<file path="src/rtl/tgbc_row_mem.sv">
// Tile flag memory, one row of column flags per word, registered read.
module tgbc_row_mem #(
  parameter int ROWS = 64,
  parameter int COLS = 64,
  parameter int AW   = 6
) (
  input  logic            clk_i,
  input  logic            we_i,
  input  logic [AW-1:0]   waddr_i,
  input  logic [COLS-1:0] wdata_i,
  input  logic [AW-1:0]   raddr_i,
  output logic [COLS-1:0] rdata_o
);

  logic [COLS-1:0] mem [ROWS];
  logic [COLS-1:0] rdata_q;

  always_ff @(posedge clk_i) begin
    if (we_i) begin
      mem[waddr_i] <= wdata_i;
    end
  end

  always_ff @(posedge clk_i) begin
    rdata_q <= mem[raddr_i];
  end

  assign rdata_o = rdata_q;

endmodule

</file>
<file path="config.mk">
export PLATFORM = sky130hd
export DESIGN_NAME = tgbc_row_mem
export DESIGN_NICKNAME = d
export VERILOG_FILES = /design/src/rtl/tgbc_row_mem.sv
export SDC_FILE = /design/constraint.sdc
export NUM_CORES = 2
export LEC_CHECK = 0
export BUFFER_PORTS_ARGS = -buffer_cell sky130_fd_sc_hd__buf_4
export CAP_MARGIN = 20
export CORE_AREA = 5 5 540 542
export CTS_CLUSTER_SIZE = 28
export DETAILED_ROUTE_END_ITERATION = 16
export DIE_AREA = 0 0 545 547
export PLACE_DENSITY = 0.78
export SYNTH_ARGS = -nofsm -noshare
export SYNTH_HDL_FRONTEND = slang
export SYNTH_SLANG_ARGS = --single-unit
</file>
<file path="constraint.sdc">
create_clock -name clk_i -period 8.2 [get_ports clk_i]
set_input_delay 1.64 -clock clk_i [delete_from_list [all_inputs] [get_ports clk_i]]
set_output_delay 1.64 -clock clk_i [all_outputs]
set_load 0.01 [all_outputs]
</file>
==> results.md <==
- Hold_buf cts: 0
- Req. time, crit path: 8.95 ns
- Outcome: finished clean
- # Max-Cap Violations: 0
- Row count: a little under 200
- DP Wirelength: between 200000 and 250000 um
- 1st-iter DRT viols: 13000
- CP startpoint kind: input port
- Post-CTS Setup Bufs: 0
- Min setup slack post-route: 3.92 ns
- CP Max Fanout: 101
- DR vias: 78400
- CTS root buffer: clkbuf_16
- Clk pin slew, worst setup/hold paths: 0.07 ns
- Final clock skew: 0.0728 ns
- Arrival @ worst endpoint: 5.03 ns
- Port bufs: between 100 and 150
- Pre-CTS setup slack: 3.26 ns
- Main area contributors after synthesis: edfxtp_1 79%, mux4_2 15%, mux2i_1 0.86%
- Ys Warns: 0
- Overall power: 43700 uW
- Hold Slack: 0.851 ns
- PD cells: roughly 250 mW/mm^2
- Worst-Margin Slew: 1.32 ns
- Core ar.: 0.286 mm^2
- GRT Total Usage: ~29%
- Endpoints failing setup: 0
- Achievable Freq: 0.234 GHz
- Synth cell types: 33
- Area leader, netlist: edfxtp_1
- Max Root-Sink Buffers: 4
- Nets: 7019
- Share of cells above drive strength 1: 28.0%
- Ports: 142
- Die area: 0.298 mm^2
- Hold Crit Class: register to register
- P_leak: 0.0545 uW
- Vias in the first global route: 80500
- Die Y: about 550 um
- Setup TNS: 0 ns
- RSZ-0062 raised after global routing: false
- Average wire per standard cell: around 40 um
- Flops & latches, synth: 4160
- First-pass GRT wire length: 612000 um
- P&R area growth vs syn: 12.1%
- Tmin final: 4.28 ns
- Rel. slew slack: 12.0%
- Peak supply drop: about 0.22 mV
- Asr flop ratio synth: 0%
- Mapped cell area: 0.156 mm^2
- Largest net degree at the start of global routing: 118
- Slew Limit Fails: 0
- 1st-pass router iterations: 6
- Endpoints failing hold: 0
- Main flop type after synthesis: edfxtp_1
- CTS resizes: 0
- CTS H-tree lvls: 5
- Num CTS Buffers: 380
- Gpl congestion: 0.816
- CTS tree: built
- Antenna violations before repair: 18
- GRT Residual Overflow: 0
- Chip width: 545 um
- Post-route ant nets: 0
- Crit share post-route: 52.2%
- Worst-Skew Late Latency: 0.95 ns
- Post-Synthesis Cells: 6598
- Yosys top cell area share: 78.7%
- Post-synthesis area per instance: 23.7 um^2
- Vias per cell: approximately 7.1
- CTS sink count: approximately 4200
- Final wirelength: 436000 um
- Remaining DRCs: 0
- Setup Crit Path Kind: input port to register
- Initial core utilization: 54.6%
- Util after Layout: 61.2%
- Sequential area share after synthesis: about 79%
- Number of flops mapped to enable cells by yosys: approximately 4100
- Syn nets: 6676
- Nature of the critical path endpoint: register
==> cell usage in the layout (no fill, tap or decap), types with 5 or more instances in the layout <==
| cell | instances |
|---|---|
| edfxtp_1 | 4096 |
| nand2_1 | 56 |
| a211oi_1 | 63 |
| diode_2 | 12 |
| or3_1 | 29 |
| buf_4 | 297 |
| clkinv_2 | 70 |
| buf_12 | 30 |
| clkbuf_8 | 16 |
| nand3_1 | 45 |
| clkinv_16 | 5 |
| clkbuf_1 | 68 |
| o221ai_1 | 38 |
| clkinv_4 | 8 |
| a41oi_1 | 26 |
| nor2_4 | 64 |
| or2_2 | 28 |
| mux2i_1 | 135 |
| inv_1 | 19 |
| o22ai_1 | 83 |
| a22o_1 | 88 |
| a22oi_1 | 168 |
| inv_6 | 7 |
| clkinv_1 | 56 |
| bufinv_16 | 42 |
| and3_1 | 64 |
| dfxtp_1 | 64 |
| a31oi_1 | 18 |
| a2bb2oi_1 | 19 |
| nor2_1 | 47 |
| clkbuf_16 | 385 |
| clkinvlp_4 | 24 |
| mux4_2 | 1024 |
| nor2b_1 | 24 |
| nand2b_1 | 8 |
==> metal layers <==
metal  vias up  GRT usage (%)  share of wire (%)
met3      1547           7.42                 13
li1      29100              -                  -
met5         -              0              0.030
met4        18           16.3                6.8
met2      6968           46.4                 48
met1     40800           37.3                 32
==> critical path, cell delays in order <==
cell and delay (ns):
buf_8 0.69, nor2b_4 0.31, buf_4 0.57, buf_4 0.67
a22oi_1 0.13, and3_1 0.22, a211oi_1 0.68
==> worst paths after layout <==
| check | from | to | slack [ns] | cells after the start |
|---|---|---|---|---|
| max | raddr_i[2] | rdata_o[59]$_DFF_P_ | 3.92 | 7 |
| min | mem[36][44]$_DFFE_PP_ | rdata_o[44]$_DFF_P_ | 0.85 | 4 |
| max reg2reg | mem[61][8]$_DFFE_PP_ | rdata_o[8]$_DFF_P_ | 6.04 | 5 |
| min reg2reg | mem[36][44]$_DFFE_PP_ | rdata_o[44]$_DFF_P_ | 0.85 | 4 |
==> logic make-up after synthesis <==
kind of cell	count (synthesis)	synth area share, %
flip-flops	4160	79.5
multiplexers	1159	15.6
AO/OA/AOI/OAI	504	2.48
buffers and inverters	389	1.18
AND/OR/NAND/NOR	386	1.24
==> metrics by stage <==
stage	instance area (um^2)	cells
floorplan	156000	6598
global placement	163000	10300
detailed placement	163000	10300
CTS	175000	11000
global route	175000	11000
finish	175000	11000
==> report_power, final <==
part | internal, uW | total (uW) | leakage (uW) | switching [uW]
registers | 23500 | 23700 | 0.0374 | 123
logic | 758 | 2040 | 0.0110 | 1280
clock network | 10100 | 18000 | 0.00609 | 7860
total | 34400 | 43700 | 0.0545 | 9260
==> synth_stat cells, types with 38 or more instances <==
| cell type | count |
|---|---|
| o221ai_1 | 38 |
| dfxtp_1 | 64 |
| a22o_1 | 88 |
| a22oi_1 | 168 |
| a211oi_1 | 63 |
| nor2_1 | 112 |
| nand3_1 | 45 |
| nand2_1 | 58 |
| and3_1 | 64 |
| edfxtp_1 | 4096 |
| mux2i_1 | 135 |
| clkbuf_1 | 140 |
| buf_2 | 170 |
| o22ai_1 | 83 |
| mux4_2 | 1024 |
==> state kept, by name, indices dropped and copies added, names as in the netlist <==
name,cells
rdata_o,64
mem,4096
==> final cells by class <==
class                           count  area, um^2
Clock inverter                    220        2430
Sequential cell                  4160      124000
Inverter                           19        71.3
Fill cell                       18100      111000
Antenna cell                       12        30.0
Multi-Input combinational cell   2049       30800
Tap cell                         3781        4730
Clock buffer                      469       10100
Timing Repair Buffer              331        2920
No activity file was read; power rests on OpenSTA's default activity.
