--- src/rtl/tgbc_pkg.sv ---
// Package with the shared constants and types of the tile grid box collision block.
package tgbc_pkg;

  localparam int MAX_COLS_DEF = 64;
  localparam int MAX_ROWS_DEF = 64;
  localparam int SNAP_TOL     = 4;

  // Field widths.
  localparam int TS_W      = 7;   // configuration registers
  localparam int CFG_IDX_W = 2;
  localparam int COL_W     = 6;
  localparam int PIX_W     = 12;
  localparam int SZ_W      = 9;
  localparam int Y_W       = 13;
  localparam int TV_W      = 5;
  localparam int DIV_W     = 13;  // largest pixel coordinate is 4605
  localparam int FLOOR_W   = DIV_W + TS_W;

  // Configuration register indexes.
  localparam logic [CFG_IDX_W-1:0] CFG_TILE_SIZE  = 2'd0;
  localparam logic [CFG_IDX_W-1:0] CFG_MAP_WIDTH  = 2'd1;
  localparam logic [CFG_IDX_W-1:0] CFG_MAP_HEIGHT = 2'd2;

  localparam logic [TS_W-1:0] TILE_SIZE_RST  = 7'd16;
  localparam logic [TS_W-1:0] MAP_WIDTH_RST  = 7'd64;
  localparam logic [TS_W-1:0] MAP_HEIGHT_RST = 7'd64;

  localparam logic ACT_WRITE = 1'b0;
  localparam logic ACT_QUERY = 1'b1;

  typedef struct packed {
    logic             done;
    logic [DIV_W-1:0] quotient;
  } div_status_t;

endpackage

--- src/rtl/tgbc_div.sv ---
// Iterative restoring divider that turns pixel coordinates into tile indexes.
module tgbc_div (
  input  logic                         clk_i,
  input  logic                         rst_ni,
  input  logic                         start_i,
  input  logic [tgbc_pkg::DIV_W-1:0]   dividend_i,
  input  logic [tgbc_pkg::TS_W-1:0]    divisor_i,
  output tgbc_pkg::div_status_t        status_o
);
  import tgbc_pkg::*;

  localparam int CNT_W = $clog2(DIV_W + 1);

  logic [CNT_W-1:0] cnt_q, cnt_d;
  logic             busy_q, busy_d;
  logic             done_q, done_d;
  logic [TS_W-1:0]  rem_q, rem_d;
  logic [DIV_W-1:0] quo_q, quo_d;
  logic [TS_W-1:0]  dvs_q, dvs_d;
  logic [TS_W:0]    trial;
  logic             qbit;

  always_comb begin
    trial  = {rem_q, quo_q[DIV_W-1]};
    qbit   = (trial >= {1'b0, dvs_q});
    cnt_d  = cnt_q;
    busy_d = busy_q;
    done_d = 1'b0;
    rem_d  = rem_q;
    quo_d  = quo_q;
    dvs_d  = dvs_q;
    if (start_i) begin
      cnt_d  = CNT_W'(DIV_W);
      busy_d = 1'b1;
      rem_d  = '0;
      quo_d  = dividend_i;
      dvs_d  = divisor_i;
    end else if (busy_q) begin
      // One quotient bit per cycle, most significant first.
      rem_d = qbit ? TS_W'(trial - {1'b0, dvs_q}) : trial[TS_W-1:0];
      quo_d = {quo_q[DIV_W-2:0], qbit};
      cnt_d = cnt_q - CNT_W'(1);
      if (cnt_q == CNT_W'(1)) begin
        busy_d = 1'b0;
        done_d = 1'b1;
      end
    end
  end

  always_ff @(posedge clk_i or negedge rst_ni) begin
    if (!rst_ni) begin
      cnt_q  <= '0;
      busy_q <= 1'b0;
      done_q <= 1'b0;
    end else begin
      cnt_q  <= cnt_d;
      busy_q <= busy_d;
      done_q <= done_d;
    end
  end

  always_ff @(posedge clk_i) begin
    rem_q <= rem_d;
    quo_q <= quo_d;
    dvs_q <= dvs_d;
  end

  assign status_o.done     = done_q;
  assign status_o.quotient = quo_q;

endmodule

--- config.mk ---
export PLATFORM = sky130hd
export DESIGN_NAME = tgbc_div
export DESIGN_NICKNAME = d
export VERILOG_FILES = /design/src/rtl/tgbc_pkg.sv /design/src/rtl/tgbc_div.sv
export SDC_FILE = /design/constraint.sdc
export NUM_CORES = 1
export LEC_CHECK = 0
export ABC_AREA = 1
export BUFFER_PORTS_ARGS = -buffer_cell sky130_fd_sc_hd__buf_2
export CAP_MARGIN = 25
export CORE_MARGIN = 2
export CORE_UTILIZATION = 45
export CTS_CLUSTER_DIAMETER = 30
export DETAILED_ROUTE_END_ITERATION = 7
export PLACE_DENSITY_LB_ADDON = 0.05
export SETUP_SLACK_MARGIN = 0.15
export SLEW_MARGIN = 20
export SYNTH_ARGS = -nofsm -noshare
export SYNTH_HDL_FRONTEND = slang
export SYNTH_SLANG_ARGS = --single-unit
--- constraint.sdc ---
create_clock -name clk_i -period 1.9 [get_ports clk_i]
set_clock_uncertainty 0.05 [all_clocks]
set_input_delay 0.57 -clock clk_i [delete_from_list [all_inputs] [get_ports clk_i]]
set_output_delay 0.57 -clock clk_i [all_outputs]
set_load 0.03 [all_outputs]
==> reports/metrics.yaml <==
sta:
  drv_slew: 0
  grt_setup_unrepaired: "yes"
  fmax_mhz: 570
  slew_headroom: 0.755
  whs_ns: 0.0371
  timing.final.hold_violations: 0
  setup_tns_ns: 0
  setup_viol: 0
  worst_pin_slew_ns: 0.367
  fin_crit_sh: 0.924
  finalCriticalPeriod_ns: 1.76
yosys:
  synth_area_per_cell_um2: 8.43
  synth_ff_type: "edfxtp_1"
  async_flop_share: 0.182
  synth-seq-area-share: 0.508
  synth.area.top_cells: "edfxtp_1 34%, nand2_1 18%, dfrtp_1 8.6%"
  synth_seq_cells: 33
  syn_nets: 241
  synth.cell_area_um2: 1750
  synth_cell_types: 28
  synth_top_area_frac: 0.343
  synth_top_area_cell: "edfxtp_1"
  synth_edf_count: 20
  yosys_warnings: 0
  syn_inst: 208
critical_path:
  cp.arrival_ns: 1.88
  worstSetupPathType: "reg2reg"
  start_kind: "flip-flop"
  required_ns: 2.03
  end_kind: "flip-flop"
  cp_max_fo: 7
cells_and_area:
  layout_common_cells: "79 x nand2_1, 36 x buf_2, 21 x inv_1"
  n_fill_cell: 328
  drive_gt1_frac: 0.291
  syn_to_final_growth_pct: 27.5
  num-nets-final: 283
  fin_area_um2: 2230
  final_common_cell: "nand2_1"
  antenna_cells: 0
detailed_routing:
  drt_iter0_drc: 95
  dr_total_vias: 1410
  drc_errors: 0
  wl_um: 3530
  via_per_inst: 4.72
  wl_per_cell_um: 11.8
  detail-route-antenna-nets: 0
  firstDrtPassIters: 4
pwr:
  leakage_nw: 1.12
  power.density_nw_per_um2: 1350
  total_power_w: 0.00302
  vdd_drop_max_mv: 0.823
clock_tree:
  clock_latency_ns: 0.29
  cts_buffers: 5
  cts_tree: "done"
  clk_pin_slew_ns: 0.08
  cts.sinks: 33
  clk_path_buf_depth: 2
  cts_hold_buf: 0
  htreeDepth: 2
  cts-root-buf: "clkbuf_8"
global_routing:
  antenna_found_initial: 0
  globalRouteMet3Util: 0.0613
  met1_usage: 0.254
  grt_start_max_net_pins: 20
  grt_pass1_wl_um: 6250
  grt_pass1_vias: 1405
  grt_usage: 0.189
  gr-max-usage-layer: "met2"
  grt_util_met2: 0.298
  grt-ovfl-total: 0
placed_design:
  dpl_cell_area_um2: 2010
  routabilityCongestion: 0.826
  dp.final_hpwl_um: 2620
  port_buffers: 36
die:
  num_rows: 22
  core_um2: 3720
  dieArea_um2: 4410
  die_y_um: 66.4
  die_w_um: 66.4
  initial_core_util: 0.472
  ios: 37
run:
  max-cap-violations: 0
status:
  outcome: "finished clean"
min_path:
  min_path_type: "in2async"
[where the power goes]
group / switching [W] / internal [W] / leakage (nW)
Sequential: 0.0000944 / 0.000895 / 0.335
Clock: 0.000254 / 0.000521 / 0.0681
Combinational: 0.000737 / 0.000523 / 0.715
[flip-flops by register name, summed over array words and instances (netlist names)]
register	flops
busy_q	1
cnt_q	4
done_q	1
dvs_q	7
quo_q	13
rem_q	7
[cell families after synthesis]
kind of cell    count (synthesis)  share of synthesized area
xor+xnor                        2                    0.00999
simple gates                  118                      0.289
buf+inv                        34                     0.0757
fa+ha+maj                      10                     0.0757
compound gates                 11                     0.0414
flops                          33                      0.508
[timing repair]
action                     CTS  global route
setup endpoints to repair    8             8
buffers inserted             0             1
gates resized for setup      4            11
pin swaps                    0             3
[layout make-up]
cell class                      instances  area, µm²  area share
Sequential cell                        33        891       0.399
Inverter                               30        113      0.0504
Timing Repair Buffer                   39        215      0.0963
Clock inverter                          3       65.1      0.0291
Multi-Input combinational cell        141        822       0.368
Tap cell                               48       60.1      0.0269
Clock buffer                            5       68.8      0.0308
[cells in the mapped netlist, types with 3 or more instances]
library cell	n
inv_1	23
edfxtp_1	20
dfxtp_1	7
inv_2	7
nand3b_1	4
ha_1	9
nand2_1	82
nor2_1	8
o21ai_1	3
dfrtp_1	6
nand3_1	18
a21oi_1	3
[layer usage]
layer | up-vias | wire length (µm)
met5 | - | 0
met4 | 0 | 31
met3 | 4 | 120
met2 | 25 | 1630
met1 | 632 | 1750
li1 | 749 | -
[worst max-delay path: stages, from the launching register on]
cell	delay, ns
edfxtp_1	0.42
ha_4	0.18
fa_2	0.36
inv_2	0.07
nand3_2	0.08
nand2_4	0.10
nand2_4	0.06
nand3_4	0.10
nand2_1	0.10
nand3_1	0.09
nand2_1	0.05
[stage by stage]
stage | utilization | instances | setup slack, ns
6_report | 0.601 | 299 | 0.145
5_1_grt | 0.601 | 299 | 0.0522
4_1_cts | 0.581 | 298 | 0.138
3_5_place_dp | 0.540 | 290 | 0.110
3_3_place_gp | 0.540 | 290 | 0.140
2_1_floorplan | - | 208 | 0.0511
[worst paths after layout]
path                                        from                     to  slack (ns)  cells past startpoint
min in group clk_i                  divisor_i[2]     dvs_q[2]$_DFFE_PP_        0.41                      1
min reg2reg                rem_q[6]$_SDFFE_PP0P_  rem_q[6]$_SDFFE_PP0P_        0.42                      2
max in group asynchronous                 rst_ni   cnt_q[2]$_DFFE_PN0P_        1.61                      1
min                                       rst_ni       done_q$_DFF_PN0_        0.04                      1
max                           dvs_q[0]$_DFFE_PP_  rem_q[3]$_SDFFE_PP0P_        0.14                     10
max reg2reg                   dvs_q[0]$_DFFE_PP_  rem_q[3]$_SDFFE_PP0P_        0.14                     10
(Power assumes the default switching activity.)
